$ cat src/sv/rcfr_pkg.sv
`timescale 1ns / 1ps
// ----------------------------------------------------------------------------
// rcfr_pkg
// Shared types and constants of the radio command frame receiver.
// ----------------------------------------------------------------------------
package rcfr_pkg;

    localparam int SYNC_BYTES_DEF = 8;
    localparam int PAYLOAD_BYTES  = 4;
    localparam int CFG_DATA_W     = 64;
    localparam int CFG_INDEX_W    = 8;

    localparam logic [7:0] DUTY_RESET   = 8'd129;
    localparam logic [7:0] TIMING_RESET = 8'd30;

    // register indexes
    localparam logic [CFG_INDEX_W-1:0] REG_SYNC_PATTERN    = 8'd0;
    localparam logic [CFG_INDEX_W-1:0] REG_XOR_MASK        = 8'd1;
    localparam logic [CFG_INDEX_W-1:0] REG_SILENCE_TIMEOUT = 8'd2;
    localparam logic [CFG_INDEX_W-1:0] REG_SAVE_DELAY      = 8'd3;

    // opcodes
    localparam logic OP_BYTE = 1'b0;
    localparam logic OP_TICK = 1'b1;

    typedef struct packed {
        logic       opcode;
        logic [7:0] rx_byte;
    } item_t;

    typedef struct packed {
        logic [7:0] duty;
        logic       output_enable;
        logic       code_valid;
        logic       save_commit;
        logic [7:0] saved_duty;
    } result_t;

    typedef struct packed {
        logic [31:0] xor_mask;
        logic [7:0]  silence_timeout;
        logic [7:0]  save_delay;
    } cfg_t;

endpackage

$ cat src/sv/rcfr_if.sv
`timescale 1ns / 1ps
// ----------------------------------------------------------------------------
// rcfr_if
// Valid/ready channels: input items and result items.
// ----------------------------------------------------------------------------
interface rcfr_in_if;
    logic       valid;
    logic       ready;
    logic       opcode;
    logic [7:0] rx_byte;

    modport source (output valid, output opcode, output rx_byte, input ready);
    modport sink   (input valid, input opcode, input rx_byte, output ready);
endinterface

interface rcfr_out_if;
    logic       valid;
    logic       ready;
    logic [7:0] duty;
    logic       output_enable;
    logic       code_valid;
    logic       save_commit;
    logic [7:0] saved_duty;

    modport source (output valid, output duty, output output_enable, output code_valid,
                    output save_commit, output saved_duty, input ready);
    modport sink   (input valid, input duty, input output_enable, input code_valid,
                    input save_commit, input saved_duty, output ready);
endinterface

$ cat src/sv/rcfr_cfg.sv
`timescale 1ns / 1ps
// ----------------------------------------------------------------------------
// rcfr_cfg
// Configuration register file, write only.
// ----------------------------------------------------------------------------
module rcfr_cfg #(
    parameter int SYNC_BYTES = rcfr_pkg::SYNC_BYTES_DEF
) (
    input  logic                              clk,
    input  logic                              rst_n,
    input  logic                              cfg_we,
    input  logic [rcfr_pkg::CFG_INDEX_W-1:0]  cfg_index,
    input  logic [rcfr_pkg::CFG_DATA_W-1:0]   cfg_wdata,
    output logic [SYNC_BYTES*8-1:0]           sync_pattern,
    output rcfr_pkg::cfg_t                    cfg
);

    logic [SYNC_BYTES*8-1:0] sync_reg;
    rcfr_pkg::cfg_t          cfg_reg;

    always_ff @(posedge clk or negedge rst_n)
    begin
        if (!rst_n)
        begin
            sync_reg                <= '0;
            cfg_reg.xor_mask        <= '0;
            cfg_reg.silence_timeout <= rcfr_pkg::TIMING_RESET;
            cfg_reg.save_delay      <= rcfr_pkg::TIMING_RESET;
        end
        else if (cfg_we)
        begin
            case (cfg_index)
                rcfr_pkg::REG_SYNC_PATTERN:    sync_reg <= cfg_wdata[SYNC_BYTES*8-1:0];
                rcfr_pkg::REG_XOR_MASK:        cfg_reg.xor_mask <= cfg_wdata[31:0];
                rcfr_pkg::REG_SILENCE_TIMEOUT: cfg_reg.silence_timeout <= cfg_wdata[7:0];
                rcfr_pkg::REG_SAVE_DELAY:      cfg_reg.save_delay <= cfg_wdata[7:0];
                default: ;
            endcase
        end
    end

    assign sync_pattern = sync_reg;
    assign cfg          = cfg_reg;

endmodule

$ cat src/sv/rcfr_engine.sv
`timescale 1ns / 1ps
// ----------------------------------------------------------------------------
// rcfr_engine
// Frame matcher, descrambler, counters and duty commit; one item per cycle while fire is high.
// ----------------------------------------------------------------------------
module rcfr_engine #(
    parameter int SYNC_BYTES = rcfr_pkg::SYNC_BYTES_DEF
) (
    input  logic                    clk,
    input  logic                    rst_n,
    input  logic [SYNC_BYTES*8-1:0] sync_pattern,
    input  rcfr_pkg::cfg_t          cfg,
    input  logic                    fire,
    input  rcfr_pkg::item_t         item,
    output rcfr_pkg::result_t       result
);

    localparam int POS_W  = $clog2(SYNC_BYTES + rcfr_pkg::PAYLOAD_BYTES);
    localparam int SIDX_W = (SYNC_BYTES > 1) ? $clog2(SYNC_BYTES) : 1;
    localparam logic [POS_W-1:0] POS_SYNC = POS_W'(SYNC_BYTES);
    localparam logic [POS_W-1:0] POS_LAST =
        POS_W'(SYNC_BYTES + rcfr_pkg::PAYLOAD_BYTES - 1);

    logic [POS_W-1:0] pos_reg, pos_next;
    logic [7:0]       store_reg [rcfr_pkg::PAYLOAD_BYTES];
    logic [7:0]       silence_reg, silence_next;
    logic [7:0]       save_reg, save_next;
    logic [7:0]       recv_reg, recv_next;
    logic [7:0]       commit_reg, commit_next;
    logic             en_reg, en_next;

    logic [7:0]       sync_bytes [SYNC_BYTES];
    logic [SIDX_W-1:0] sidx;
    logic [POS_W-1:0] pos_off;
    logic [1:0]       k;
    logic [7:0]       plain;
    logic             store_we;
    logic             valid;
    logic             commit;

    always_comb
    begin
        for (int i = 0; i < SYNC_BYTES; i++)
        begin
            sync_bytes[i] = sync_pattern[i*8 +: 8];
        end
    end

    assign sidx    = pos_reg[SIDX_W-1:0];
    assign pos_off = pos_reg - POS_SYNC;
    assign k       = pos_off[1:0];
    assign plain   = item.rx_byte ^ cfg.xor_mask[k*8 +: 8];

    always_comb
    begin
        pos_next     = pos_reg;
        silence_next = silence_reg;
        save_next    = save_reg;
        recv_next    = recv_reg;
        en_next      = en_reg;
        store_we     = 1'b0;
        valid        = 1'b0;

        if (item.opcode == rcfr_pkg::OP_TICK)
        begin
            if (silence_reg < cfg.silence_timeout)
                silence_next = silence_reg + 8'd1;
            if (save_reg < cfg.save_delay)
                save_next = save_reg + 8'd1;
        end
        else if (pos_reg < POS_SYNC)
        begin
            if (sync_bytes[sidx] == item.rx_byte)
                pos_next = pos_reg + POS_W'(1);
            else
                pos_next = '0;
        end
        else
        begin
            store_we = 1'b1;
            pos_next = pos_reg + POS_W'(1);
            if (pos_reg == POS_LAST)
            begin
                pos_next = '0;
                // last payload byte is in plain, not yet in the store
                if (store_reg[1] == store_reg[0] && store_reg[2] == store_reg[0] &&
                    plain == store_reg[0])
                begin
                    valid     = 1'b1;
                    recv_next = store_reg[0];
                    if (store_reg[0] != commit_reg)
                        save_next = '0;
                    if (silence_reg >= cfg.silence_timeout)
                        en_next = ~en_reg;
                    silence_next = '0;
                end
            end
        end

        commit      = (save_next >= cfg.save_delay) && (commit_reg != recv_next);
        commit_next = commit ? recv_next : commit_reg;
    end

    always_ff @(posedge clk or negedge rst_n)
    begin
        if (!rst_n)
        begin
            pos_reg     <= '0;
            silence_reg <= '0;
            save_reg    <= '0;
            recv_reg    <= rcfr_pkg::DUTY_RESET;
            commit_reg  <= rcfr_pkg::DUTY_RESET;
            en_reg      <= 1'b1;
        end
        else if (fire)
        begin
            pos_reg     <= pos_next;
            silence_reg <= silence_next;
            save_reg    <= save_next;
            recv_reg    <= recv_next;
            commit_reg  <= commit_next;
            en_reg      <= en_next;
        end
    end

    always_ff @(posedge clk)
    begin
        if (fire && store_we)
            store_reg[k] <= plain;
    end

    assign result.duty          = recv_next;
    assign result.output_enable = en_next;
    assign result.code_valid    = valid;
    assign result.save_commit   = commit;
    assign result.saved_duty    = commit_next;

endmodule

$ cat src/sv/radio_command_frame_receiver_core.sv
`timescale 1ns / 1ps
// ----------------------------------------------------------------------------
// radio_command_frame_receiver_core
// Sync matcher and duty/enable control for a radio command link.
// ----------------------------------------------------------------------------
//  channel  | dir | payload                                         | notes
//  in_ch    | in  | opcode, rx_byte                                 | valid/ready
//  out_ch   | out | duty, output_enable, code_valid, save_commit,   | valid/ready
//           |     | saved_duty                                      |
//  cfg      | in  | cfg_we, cfg_index, cfg_wdata                    | write only
//
// One item per cycle unless the result stalls; input register, then the engine
// logic into the result register, which holds one result per transaction.
// The state is updated as an item moves into the result register.
// A stalled result holds the chain; in_ch.ready = !in_v_reg || advance.
// Reset is asynchronous; no clearing pass.
// ----------------------------------------------------------------------------
module radio_command_frame_receiver_core #(
    parameter int SYNC_BYTES = rcfr_pkg::SYNC_BYTES_DEF
) (
    input  logic                             clk,
    input  logic                             rst_n,
    rcfr_in_if.sink                          in_ch,
    rcfr_out_if.source                       out_ch,
    input  logic                             cfg_we,
    input  logic [rcfr_pkg::CFG_INDEX_W-1:0] cfg_index,
    input  logic [rcfr_pkg::CFG_DATA_W-1:0]  cfg_wdata
);

    logic [SYNC_BYTES*8-1:0] sync_pattern;
    rcfr_pkg::cfg_t          cfg;

    logic                    in_v_reg;
    rcfr_pkg::item_t         item_reg;
    logic                    out_v_reg;
    rcfr_pkg::result_t       res_reg;
    rcfr_pkg::result_t       res_next;
    logic                    advance;
    logic                    fire;

    assign advance     = !out_v_reg || out_ch.ready;
    assign fire        = in_v_reg && advance;
    assign in_ch.ready = !in_v_reg || advance;

    rcfr_cfg #(.SYNC_BYTES(SYNC_BYTES)) u_cfg (
        .clk          (clk),
        .rst_n        (rst_n),
        .cfg_we       (cfg_we),
        .cfg_index    (cfg_index),
        .cfg_wdata    (cfg_wdata),
        .sync_pattern (sync_pattern),
        .cfg          (cfg)
    );

    rcfr_engine #(.SYNC_BYTES(SYNC_BYTES)) u_engine (
        .clk          (clk),
        .rst_n        (rst_n),
        .sync_pattern (sync_pattern),
        .cfg          (cfg),
        .fire         (fire),
        .item         (item_reg),
        .result       (res_next)
    );

    always_ff @(posedge clk or negedge rst_n)
    begin
        if (!rst_n)
        begin
            in_v_reg  <= 1'b0;
            out_v_reg <= 1'b0;
        end
        else
        begin
            if (in_ch.ready)
                in_v_reg <= in_ch.valid;
            if (advance)
                out_v_reg <= in_v_reg;
        end
    end

    always_ff @(posedge clk)
    begin
        if (in_ch.valid && in_ch.ready)
        begin
            item_reg.opcode  <= in_ch.opcode;
            item_reg.rx_byte <= in_ch.rx_byte;
        end
        if (fire)
            res_reg <= res_next;
    end

    assign out_ch.valid         = out_v_reg;
    assign out_ch.duty          = res_reg.duty;
    assign out_ch.output_enable = res_reg.output_enable;
    assign out_ch.code_valid    = res_reg.code_valid;
    assign out_ch.save_commit   = res_reg.save_commit;
    assign out_ch.saved_duty    = res_reg.saved_duty;

endmodule

$ cat src/flat_wrapper.sv
// flat-port wrapper written by rule: the top's interface ports become plain ports
module radio_command_frame_receiver_core_flat 
#(
    parameter int SYNC_BYTES = rcfr_pkg::SYNC_BYTES_DEF
)
  (clk, rst_n, cfg_we, cfg_index, cfg_wdata, in_ch_valid, in_ch_opcode, in_ch_rx_byte, in_ch_ready, out_ch_valid, out_ch_duty, out_ch_output_enable, out_ch_code_valid, out_ch_save_commit, out_ch_saved_duty, out_ch_ready);
  rcfr_in_if in_ch_i ();
  rcfr_out_if out_ch_i ();
  input  logic clk;
  input  logic rst_n;
  input  logic cfg_we;
  input  logic [rcfr_pkg::CFG_INDEX_W-1:0] cfg_index;
  input  logic [rcfr_pkg::CFG_DATA_W-1:0] cfg_wdata;
  input wire logic [$bits(in_ch_i.valid)-1:0] in_ch_valid;
  input wire logic [$bits(in_ch_i.opcode)-1:0] in_ch_opcode;
  input wire logic [$bits(in_ch_i.rx_byte)-1:0] in_ch_rx_byte;
  output wire logic [$bits(in_ch_i.ready)-1:0] in_ch_ready;
  output wire logic [$bits(out_ch_i.valid)-1:0] out_ch_valid;
  output wire logic [$bits(out_ch_i.duty)-1:0] out_ch_duty;
  output wire logic [$bits(out_ch_i.output_enable)-1:0] out_ch_output_enable;
  output wire logic [$bits(out_ch_i.code_valid)-1:0] out_ch_code_valid;
  output wire logic [$bits(out_ch_i.save_commit)-1:0] out_ch_save_commit;
  output wire logic [$bits(out_ch_i.saved_duty)-1:0] out_ch_saved_duty;
  input wire logic [$bits(out_ch_i.ready)-1:0] out_ch_ready;
  assign in_ch_i.valid = in_ch_valid;
  assign in_ch_i.opcode = in_ch_opcode;
  assign in_ch_i.rx_byte = in_ch_rx_byte;
  assign in_ch_ready = in_ch_i.ready;
  assign out_ch_valid = out_ch_i.valid;
  assign out_ch_duty = out_ch_i.duty;
  assign out_ch_output_enable = out_ch_i.output_enable;
  assign out_ch_code_valid = out_ch_i.code_valid;
  assign out_ch_save_commit = out_ch_i.save_commit;
  assign out_ch_saved_duty = out_ch_i.saved_duty;
  assign out_ch_i.ready = out_ch_ready;
  radio_command_frame_receiver_core #(.SYNC_BYTES(SYNC_BYTES)) u_core (.clk(clk), .rst_n(rst_n), .in_ch(in_ch_i), .out_ch(out_ch_i), .cfg_we(cfg_we), .cfg_index(cfg_index), .cfg_wdata(cfg_wdata));
endmodule
$ cat config.mk
export PLATFORM = sky130hd
export DESIGN_NAME = radio_command_frame_receiver_core_flat
export DESIGN_NICKNAME = d
export VERILOG_FILES = /design/src/sv/rcfr_pkg.sv /design/src/sv/rcfr_if.sv /design/src/sv/rcfr_cfg.sv /design/src/sv/rcfr_engine.sv /design/src/sv/radio_command_frame_receiver_core.sv /design/src/flat_wrapper.sv
export SDC_FILE = /design/constraint.sdc
export NUM_CORES = 1
export LEC_CHECK = 0
export BUFFER_PORTS_ARGS = -buffer_cell sky130_fd_sc_hd__buf_2
export CORE_UTILIZATION = 40
export DETAILED_ROUTE_END_ITERATION = 10
export GPL_ROUTABILITY_DRIVEN = 0
export SYNTH_ARGS = -nofsm -noshare
export SYNTH_HDL_FRONTEND = slang
export SYNTH_SLANG_ARGS = --single-unit
$ cat constraint.sdc
create_clock -name clk -period 5.9 [get_ports clk]
set_input_delay 0.295 -clock clk [delete_from_list [all_inputs] [get_ports clk]]
set_output_delay 0.295 -clock clk [all_outputs]
set_load 0.02 [all_outputs]
# Word level (Yosys, flattened, before mapping)
# Memory sizes are Yosys's and may differ from the RTL's.
# Index checks and enable logic that the tools add are counted.
[totals] reg_bits=179 word_cells=100 n_memories=1 ram_bits=32
[mem_list] name="u_core.u_engine.store_reg" depth=4 width=8 rd=3 rd_ports_with_merged_regs=0 wr=1 line="rcfr_engine.sv:25" text="logic [7:0] store_reg [rcfr_pkg::PAYLOAD_BYTES];"
[op_classes] eq_ne=12 shift=1 reduce_logical=20 add_sub_neg=4 muxes=32 n_bitwise=5 n_lt_le_gt_ge=6
[ops] operator="2-to-1 mux 8 bit" count=18
[ops] operator="== test 8 bit" count=4
[ops] operator="variable part select 32 x 6 -> 8 bit" count=1
[ops] operator="binary-select mux 8 bit (select 3 bit)" count=1
[ops] operator="adder 8 x 1 -> 8 bit, second input constant" count=2
[ops] operator="== test 8 x 2 -> 1 bit, second input constant" count=2
[ops] operator="greater-or-equal comparator 8 bit" count=2
[ops] operator="less-than comparator 8 bit" count=2
[ops] operator="inequality test 8 bit" count=2
[ops] operator="2-to-1 mux 4 bit" count=3
[ops] operator="2-to-1 mux 1 bit" count=10
[ops] operator="AND reduction 2 bit" count=5
[ops] operator="== test 8 x 1 -> 1 bit, second input constant" count=1
[ops] operator="zero test 8 bit" count=1
[ops] operator="bitwise XOR 8 bit" count=1
[ops] operator="logical AND 1 bit" count=6
[ops] operator="AND reduction 5 bit" count=1
[ops] operator="adder 4 x 1 -> 4 bit, second input constant" count=1
[ops] operator="== test 4 bit, second input constant" count=1
[ops] operator="greater-or-equal comparator 4 bit, second input constant" count=1
[ops] operator="less-than comparator 4 bit, second input constant" count=1
[ops] operator="inverter 3 -> 4 bit" count=1
[ops] operator="nonzero test 2 bit" count=2
[ops] operator="inverter 1 bit" count=3
[ops] operator="other kinds (6)" count=8

# Longest topological paths before layout
# Gate-level depths: netlist of run 1.
[logic_depth] depth_word=12 depth_mapped=20

# Hierarchy
# A second synthesis of run 1 with hierarchy kept.
[unflattened] hier_cells=736 area_unflattened_um2=10092.2
[by_module_without_submodules] module="rcfr_engine" cells_each=460 area_each_um2=4941.0 instances=1
[by_module_without_submodules] module="rcfr_cfg" cells_each=240 area_each_um2=4206.5 instances=1
[by_module_without_submodules] module="radio_command_frame_receiver_core" cells_each=36 area_each_um2=944.7 instances=1

# Least setup slack after synthesis of run 1
# OpenSTA, ideal clock, no wires.
[synth_path] path_kind="reg-to-reg" from="register u_core.u_cfg.cfg_reg, in the netlist u_core.u_cfg.cfg[1]" to="register u_core.res_reg, in the netlist u_core.out_ch.saved_duty[0], data pin" n_path_buf=0 required_time_ns=5.640 setup_ns=0.260 stages_incl_launch_ff=21 arrival_ns=4.124 setup_slack_ns=1.516 path_cell_list="dfstp_2 > inv_1 > ha_1 > a21o_1 > a21o_1 > a21o_1 > a21o_1 > a2111oi_2 > or2_2 > nand2b_1 > and2_1 > ha_1 > nand2b_1 > a21o_1 > a21o_1 > a21oi_1 > nor2b_1 > o21ai_0 > a211o_1 > a21oi_4 > mux2_2"
[synth_lines] element="start: declaration" line="rcfr_cfg.sv:19" text="rcfr_pkg::cfg_t cfg_reg;"
[synth_lines] element="end signal: assignment" line="radio_command_frame_receiver_core.sv:89" text="res_reg <= res_next;"
[synth_lines] element="end: declaration" line="radio_command_frame_receiver_core.sv:36" text="rcfr_pkg::result_t res_reg;"

==> summary.md, run 1 <==
| Metric | Value |
|---|---|
| Layout cells sized above 1 | `35.53%` |
| Dpl hpwl | `about 15000 um` |
| PortBufs | `106` |
| # IOs | `107` |
| Total GRT Usage | `18.27%` |
| Critical path peak fanout | `16` |
| Cells after synthesis | `around 730` |
| DR vias/cell | `5.112` |
| Arrival time worst endpoint | `5.51 ns` |
| # Max-Cap Violations | `0` |
| Final hold vios | `0` |
| Fin nets | `1011` |
| FF-to-FF End | `u_core.out_ch.saved_duty[0]` |
| DIE WIDTH | `between 150 and 200 um` |
| Worst R2R Path Depth | `18` |
| Register area share after synthesis | `between 50% and 60%` |
| Fraction of the cycle the final worst path needs | `88.91%` |
| Fin Setup TNS | `0 ns` |
| Required time of the critical path | `6.16 ns` |
| Max Buffers Root-to-Sink | `3` |
| DRC Markers | `0` |
| # setup viols final | `0` |
| First-pass GRT wire length | `between 30000 and 40000 um` |
| Syn Nets | `847` |
| Core Util, Final | `50.01%` |
| Number of fill cells in the layout | `slightly above 2000` |
| Worst r2r src | `u_core.u_engine.pos_reg[0]` |
| Total Wirelength | `21670 um` |
| Max frequency | `190.6 MHz` |
| CTS Buf Count | `23` |
| CTS tree | `yes` |
| Htree depth | `1` |
| CORE AREA | `23750 sq um` |
| Drt first pass iters | `4` |
| Gr ovfl total | `0` |
| Flop2flop setup slack | `approximately 0.65 ns` |
| Area delta synth->final | `21.52%` |
| CP Class | `reg -> reg` |
| Die area | `25070 sq um` |
| WL/cell | `roughly 18 um` |
| Clock Skew | `around 0.016 ns` |
| Via count | `6277` |
| Number of global-route vias before repair | `around 6400` |
| Largest net degree at the start of global routing | `70` |
| Clock input transition at the sequential cells of the worst setup and hold paths | `0.06 ns` |
| Clock Latency Late Sink | `0.52 ns` |
| Critical path endpoint | `u_core.out_ch.saved_duty[0]` |
| PostCTS Resize Cnt | `0` |
| Worst-margin pin slew | `~0.87 ns` |
| Worst hold path class | `in -> reg` |
| Ys flop type | `dfrtp_1` |
| Worst setup SP type | `flip-flop` |
| Root Buffer | `clkbuf_16` |
| Setup crit start | `u_core.u_engine.pos_reg[0]` |
| Diodes inserted | `0` |
| Antenna Nets Post-Route | `0` |
| Outcome | `complete, no violations` |
| Starting DRT DRC Count | `approximately 290` |
| Max reg flops | `64` |
| Post-synth EDFFs | `between 50 and 60` |
| Cell variety after synth | `61` |
| Synth Register Bits | `a little over 200` |
| Syn_area_per_cell | `13.35 sq um` |
| Async SR Flop Fraction | `74.38%` |
| PwrDens | `between 200 and 300 nW/um^2` |
| Minimum clock period | `between 5 and 6 ns` |
| Row count | `56` |
| Fin. max-slew vios | `0` |
| RSZ-0062 raised after global routing | `false` |
| Starting Density | `around two fifths` |
| Ys Warns | `0` |
| Die span in y | `158.3 um` |
| LEAKAGE | `5.416 nW` |
| Max_slew headroom | `41.86%` |
| Initial antenna violation count | `0` |
| CP endpoint kind | `flip-flop` |
| Clock sinks | `just over 200` |
| Worst VDD drop | `0.2639 mV` |
| Synthesized cell area | `between 9000 and 10000 sq um` |
==> layout make-up <==
class                      instances  area, sq um  share of cell area [%]
sequential                       203         5358                   45.11
multi-input combinational        476         4213                   35.47
timing repair buffer             163         1087                   9.154
clock buffer                      33        643.1                   5.415
tap                              319        399.1                   3.360
inverter                          29        108.9                  0.9165
clock inverter                     5        68.82                  0.5794
==> cells by family (layout without fill, tap and decap cells) <==
logic type | count (synthesis) | in the layout | synth area share (%)
compound gates | 76 | 76 | 5.671
xor+xnor | 39 | 39 | 3.495
fa+ha+maj | 29 | 29 | 3.712
buf+inv | 53 | 230 | 2.150
flops | 203 | 203 | 54.80
mux | 160 | 160 | 21.07
simple gates | 172 | 172 | 9.101
==> Yosys cell counts, types with 9 or more instances <==
cell type	instances	share of area, %
or3_1	9	0.58
nand3_1	27	1.4
dfrtp_1	138	35
mux2_2	126	15
mux4_2	24	5.5
o21ai_0	24	1.2
xnor2_1	12	1.1
nor3_1	9	0.46
nand2_1	48	1.8
and3_1	10	0.64
nor2_1	22	0.84
inv_1	28	1.1
ha_1	29	3.7
dfstp_2	13	3.5
clkbuf_1	17	0.65
xor2_1	27	2.4
mux2i_1	10	1.0
edfxtp_1	52	16
a21oi_1	9	0.46
nand2b_1	11	0.70
==> metrics by stage <==
| step | area [sq um] | setup WS, ns | std cells | hold WS, ns | total power [mW] |
|---|---|---|---|---|---|
| 2_1_floorplan | 9774 | 1.516 | 732 | -0.0005911 | 1.899 |
| 3_5_place_dp | 10680 | 0.6414 | 1141 | 0.1654 | 2.050 |
| 5_1_grt | 11880 | 0.2145 | 1228 | 0.008059 | 3.567 |
| 3_3_place_gp | 10680 | 0.7011 | 1141 | 0.1657 | 2.041 |
| 6_report | 11880 | 0.6542 | 1228 | 0.007640 | 3.413 |
| 4_1_cts | 11880 | 0.6014 | 1228 | 0.0003563 | 3.452 |
==> worst min path at each step <==
stage,startpoint,depth (start not counted),endpoint
after floorplan,rst_n,0,u_core.in_v_reg
after global placement,rst_n,1,u_core.u_engine.save_reg[0]
after detailed placement,rst_n,1,u_core.u_engine.save_reg[0]
after CTS,cfg_wdata[31],2,u_core.u_cfg.cfg[47]
after global routing,cfg_wdata[35],2,u_core.u_cfg.sync_pattern[35]
final,in_ch_valid,2,u_core.in_v_reg
==> layer usage <==
layer / routed length (um) / vias to the layer above / track usage, %
met2: 10520 / 114 / 31.24
met1: 9911 / 3115 / 24.37
li1: - / 3018 / -
met4: 473 / 0 / 4.579
met5: 0 / - / 0
met3: 763 / 30 / 2.586
==> where the power goes <==
part	leakage (nW)	total (mW)	internal (mW)	switching [mW]
registers	2.48	1.61	1.54	0.0676
clock network	0.349	1.37	0.802	0.566
logic	2.58	0.435	0.216	0.219
total	5.42	3.41	2.56	0.853
==> placed cells by master (no fill, tap or decap), drive strengths merged, types with 5 or more instances in the layout <==
master and instances:
dfrtp 138, mux2 126, buf 114, edfxtp 52
dlygate4sd3 49, nand2 48, clkbuf 33, ha 29
inv 29, nand3 27, xor2 27, o21ai 25
mux4 24, nor2 22, dfstp 13, xnor2 12
nand2b 11, a21oi 11, nor3 11, and3 10
mux2i 10, or3 9, a21o 8, nor4 7
nand4 7, nor2b 5, a31oi 5
==> worst max-delay path, stage by stage (launching register included) <==
cell      delay, ns
dfrtp_2        0.69
mux4_2         0.58
xor2_1         0.39
xor2_1         0.15
nor4_1         0.36
nand3_1        0.22
a41o_1         0.38
nand3_1        0.15
and2_1         0.13
ha_1           0.22
nand2b_1       0.14
a21o_1         0.17
a21o_1         0.16
a21oi_1        0.14
nor2b_1        0.05
o21ai_0        0.29
a211o_1        0.35
a21oi_4        0.10
mux2_2         0.29
==> timing repair <==
action                    CTS  global route
hold buffers               49             0
hold endpoints to repair   73             0
buffers inserted            0             0
Note: power is estimated with default switching activity, not from simulation.
==> run 2, diff against run 1 <==
Settings changed: CORE_UTILIZATION 40 to 45, SKIP_LAST_GASP from default to 1, SYNTH_HIERARCHICAL from default to 1.
==> summary.md, run 2 <==
| Metric | Value |
|---|---|
| Outcome | `complete, no violations` |
| Dpl cells | `1098` |
| Simple logic cell fraction of the synthesized area | `8.468%` |
| Clock input transition at the sequential cells of the worst setup and hold paths | `0.06 ns` |
| Drt first pass iters | `5` |
| CORE AREA | `~22000 sq um` |
| # setup viols final | `0` |
| Multi-input logic area | `4451 sq um` |
| Final hold vios | `0` |
| Starting DRT DRC Count | `232` |
| Clock Latency Late Sink | `between 0.5 and 0.6 ns` |
| Register area share after synthesis | `a little over half` |
| Post-synth EDFFs | `52` |
| Commonest cells after routing, fill and taps aside | `dfrtp_1 (137), buf_2 (105), mux2_2 (78)` |
| DR vias/cell | `5.496` |
| Antenna Nets Post-Route | `0` |
| Initial antenna violation count | `1` |
| Layout cells sized above 1 | `31.27%` |
| Htree depth | `1` |
| RSZ-0062 raised after global routing | `false` |
| Clock sinks | `203` |
| Root Buffer | `clkbuf_16` |
| PwrDens | `335.1 nW/um^2` |
| # Max-Cap Violations | `0` |
| # IOs | `107` |
| Fin nets | `between 900 and 1000` |
| CP endpoint kind | `flip-flop` |
| Fin. max-slew vios | `0` |
| Total power | `3.979 mW` |
| Number of global-route vias before repair | `slightly below 7000` |
| Dpl hpwl | `between 15000 and 20000 um` |
| CP Class | `reg -> reg` |
| Gr ovfl total | `0` |
| Syn_area_per_cell | `~14 sq um` |
| Fin area | `between 10000 and 15000 sq um` |
| Die span in y | `151.8 um` |
| Synth Area in Compound Gates | `5.505%` |
| CTS Buf Count | `22` |
| Critical path peak fanout | `20` |
| Most common cell after layout, fill and taps aside | `dfrtp_1` |
| DIE WIDTH | `151.8 um` |
| Area delta synth->final | `17.67%` |
| Synth top area cells | `dfrtp_1 (34%), edfxtp_1 (15%), mux2_2 (8.7%)` |
| Via count | `roughly 6400` |
| LEAKAGE | `~5.3 nW` |
| Worst setup SP type | `flip-flop` |
| PortBufs | `106` |
| Largest net degree at the start of global routing | `98` |
| Arrival time worst endpoint | `5.50 ns` |
| Flop2flop setup slack | `0.79 ns` |
| Count leader, synth | `dfrtp_1` |
| CTS tree | `yes` |
| Die area | `23030 sq um` |
| Largest family of logic cells by synthesized area | `multiplexers` |
| Mux contribution to synthesized area | `22.54%` |
| Fraction of the cycle the final worst path needs | `86.67%` |
| Syn Nets | `between 800 and 900` |
| Fin cells | `1169` |
| Cells after synthesis | `about 740` |
| Adder-Cell Fraction of Synth Area | `3.595%` |
| Post-CTS setup repair buffer count | `0` |
| Synth area leader | `dfrtp_1` |
| Synth Register Bits | `between 200 and 250` |
| Worst VDD drop | `0.1990 mV` |
| Max_slew headroom | `around 33%` |
| Cell variety after synth | `68` |
| Number of fill cells in the layout | `1870` |
| Worst-margin pin slew | `1.003 ns` |
| First-pass GRT wire length | `between 30000 and 40000 um` |
| Required time of the critical path | `6.29 ns` |
| Placement Setup Slack | `0.7394 ns` |
| Total GRT Usage | `20.43%` |
| Setup WS post-layout | `just under 0.8 ns` |
| Max frequency | `approximately 200 MHz` |
| Diodes inserted | `0` |
| Synth top cells by count | `dfrtp_1 (138), mux2_2 (78), mux2_1 (60)` |
| Max Buffers Root-to-Sink | `3` |
| Ys Warns | `6` |
| Post-synth top area share | `34.22%` |
| Starting Density | `46.10%` |
| Worst hold path class | `in -> reg` |
| Minimum clock period | `5.114 ns` |
| Storage element area | `5358 sq um` |
| Ys flop type | `dfrtp_1` |
| Row count | `54` |
| Max reg flops | `64` |
| Total Wirelength | `22350 um` |
| WL/cell | `19.12 um` |
| Clock Skew | `0.01234 ns` |
| Area after DPL | `10850 sq um` |
| DRC Markers | `0` |
| Synthesized cell area | `10090 sq um` |
| Fin Setup TNS | `0 ns` |
| Xor/xnor cell area share of the yosys netlist | `3.955%` |
| Async SR Flop Fraction | `74.38%` |
## run 2: timing repair
item                                    in CTS  in global routing
hold endpoints to repair                   126                  0
endpoints found under the setup margin       0                  0
hold buffers                                31                  0
gates resized for setup                      0                  0
## run 2: final timing paths
check	cells after the start	end	from
max	19	u_core/u_engine/commit_reg[6]	u_core/u_engine/pos_reg[0]
max in group asynchronous	3	u_core/u_engine/pos_reg[0]	rst_n
min in group asynchronous	2	u_core/u_cfg/sync_pattern[7]	rst_n
max reg2reg	19	u_core/u_engine/commit_reg[6]	u_core/u_engine/pos_reg[0]
min reg2reg	1	u_core/u_cfg/sync_pattern[19]	u_core/u_cfg/sync_pattern[19]
min	2	u_core/u_cfg/sync_pattern[47]	cfg_wdata[47]
## run 2: kinds of logic after synthesis
logic type / count (synthesis)
flip-flops: 203
multiplexers: 180
AND/OR/NAND/NOR: 144
AO/OA/AOI/OAI: 78
buffers and inverters: 59
XOR/XNOR: 43
adder cells (fa/ha/maj): 29
## run 2: area by class of cell
class                           instances  area share [%]
Sequential cell                       203           45.12
Inverter                               29          0.9167
Multi-Input combinational cell        474           37.48
Clock inverter                         12          0.9377
Timing Repair Buffer                  143           7.512
Tap cell                              280           2.950
Clock buffer                           28           5.089
## run 2: critical path, cell delays in order, from the launching register on
cell and delay (ns):
dfrtp_2 0.78, ha_1 0.30, nand3b_1 0.13, a2111oi_2 0.32, o311a_1 0.24, nand4_2 0.15
nand4b_4 0.22, nor2b_1 0.32, nor2_1 0.10, mux2i_1 0.21, ha_1 0.27, nand2b_1 0.15
a21o_1 0.18, a21o_1 0.17, a211o_1 0.29, a21oi_1 0.13, o21ai_0 0.25, and2_1 0.30
o21ai_4 0.13, mux2_2 0.38
## run 2: routing by layer
layer  wire (um)  global-route usage, %
met5           0                      0
met2       11040                  35.41
met3        1065                  2.964
met4         784                  6.931
met1        9462                  26.13
## run 2: stage by stage
| step | hold WS (ns) | utilization (%) |
|---|---|---|
| global placement | 0.4429 | 49.56 |
| detailed placement | 0.4570 | 49.56 |
| finish | 0.02253 | 54.25 |
| CTS | 0.0003833 | 54.25 |
| floorplan | -0.0005911 | - |
| global route | 0.01014 | 54.25 |
## run 2: power breakdown
group | leakage (nW) | switching [mW] | internal (mW) | total [mW]
Sequential | 2.42 | 0.170 | 1.62 | 1.79
Clock | 0.350 | 0.550 | 0.811 | 1.36
Combinational | 2.49 | 0.427 | 0.399 | 0.826
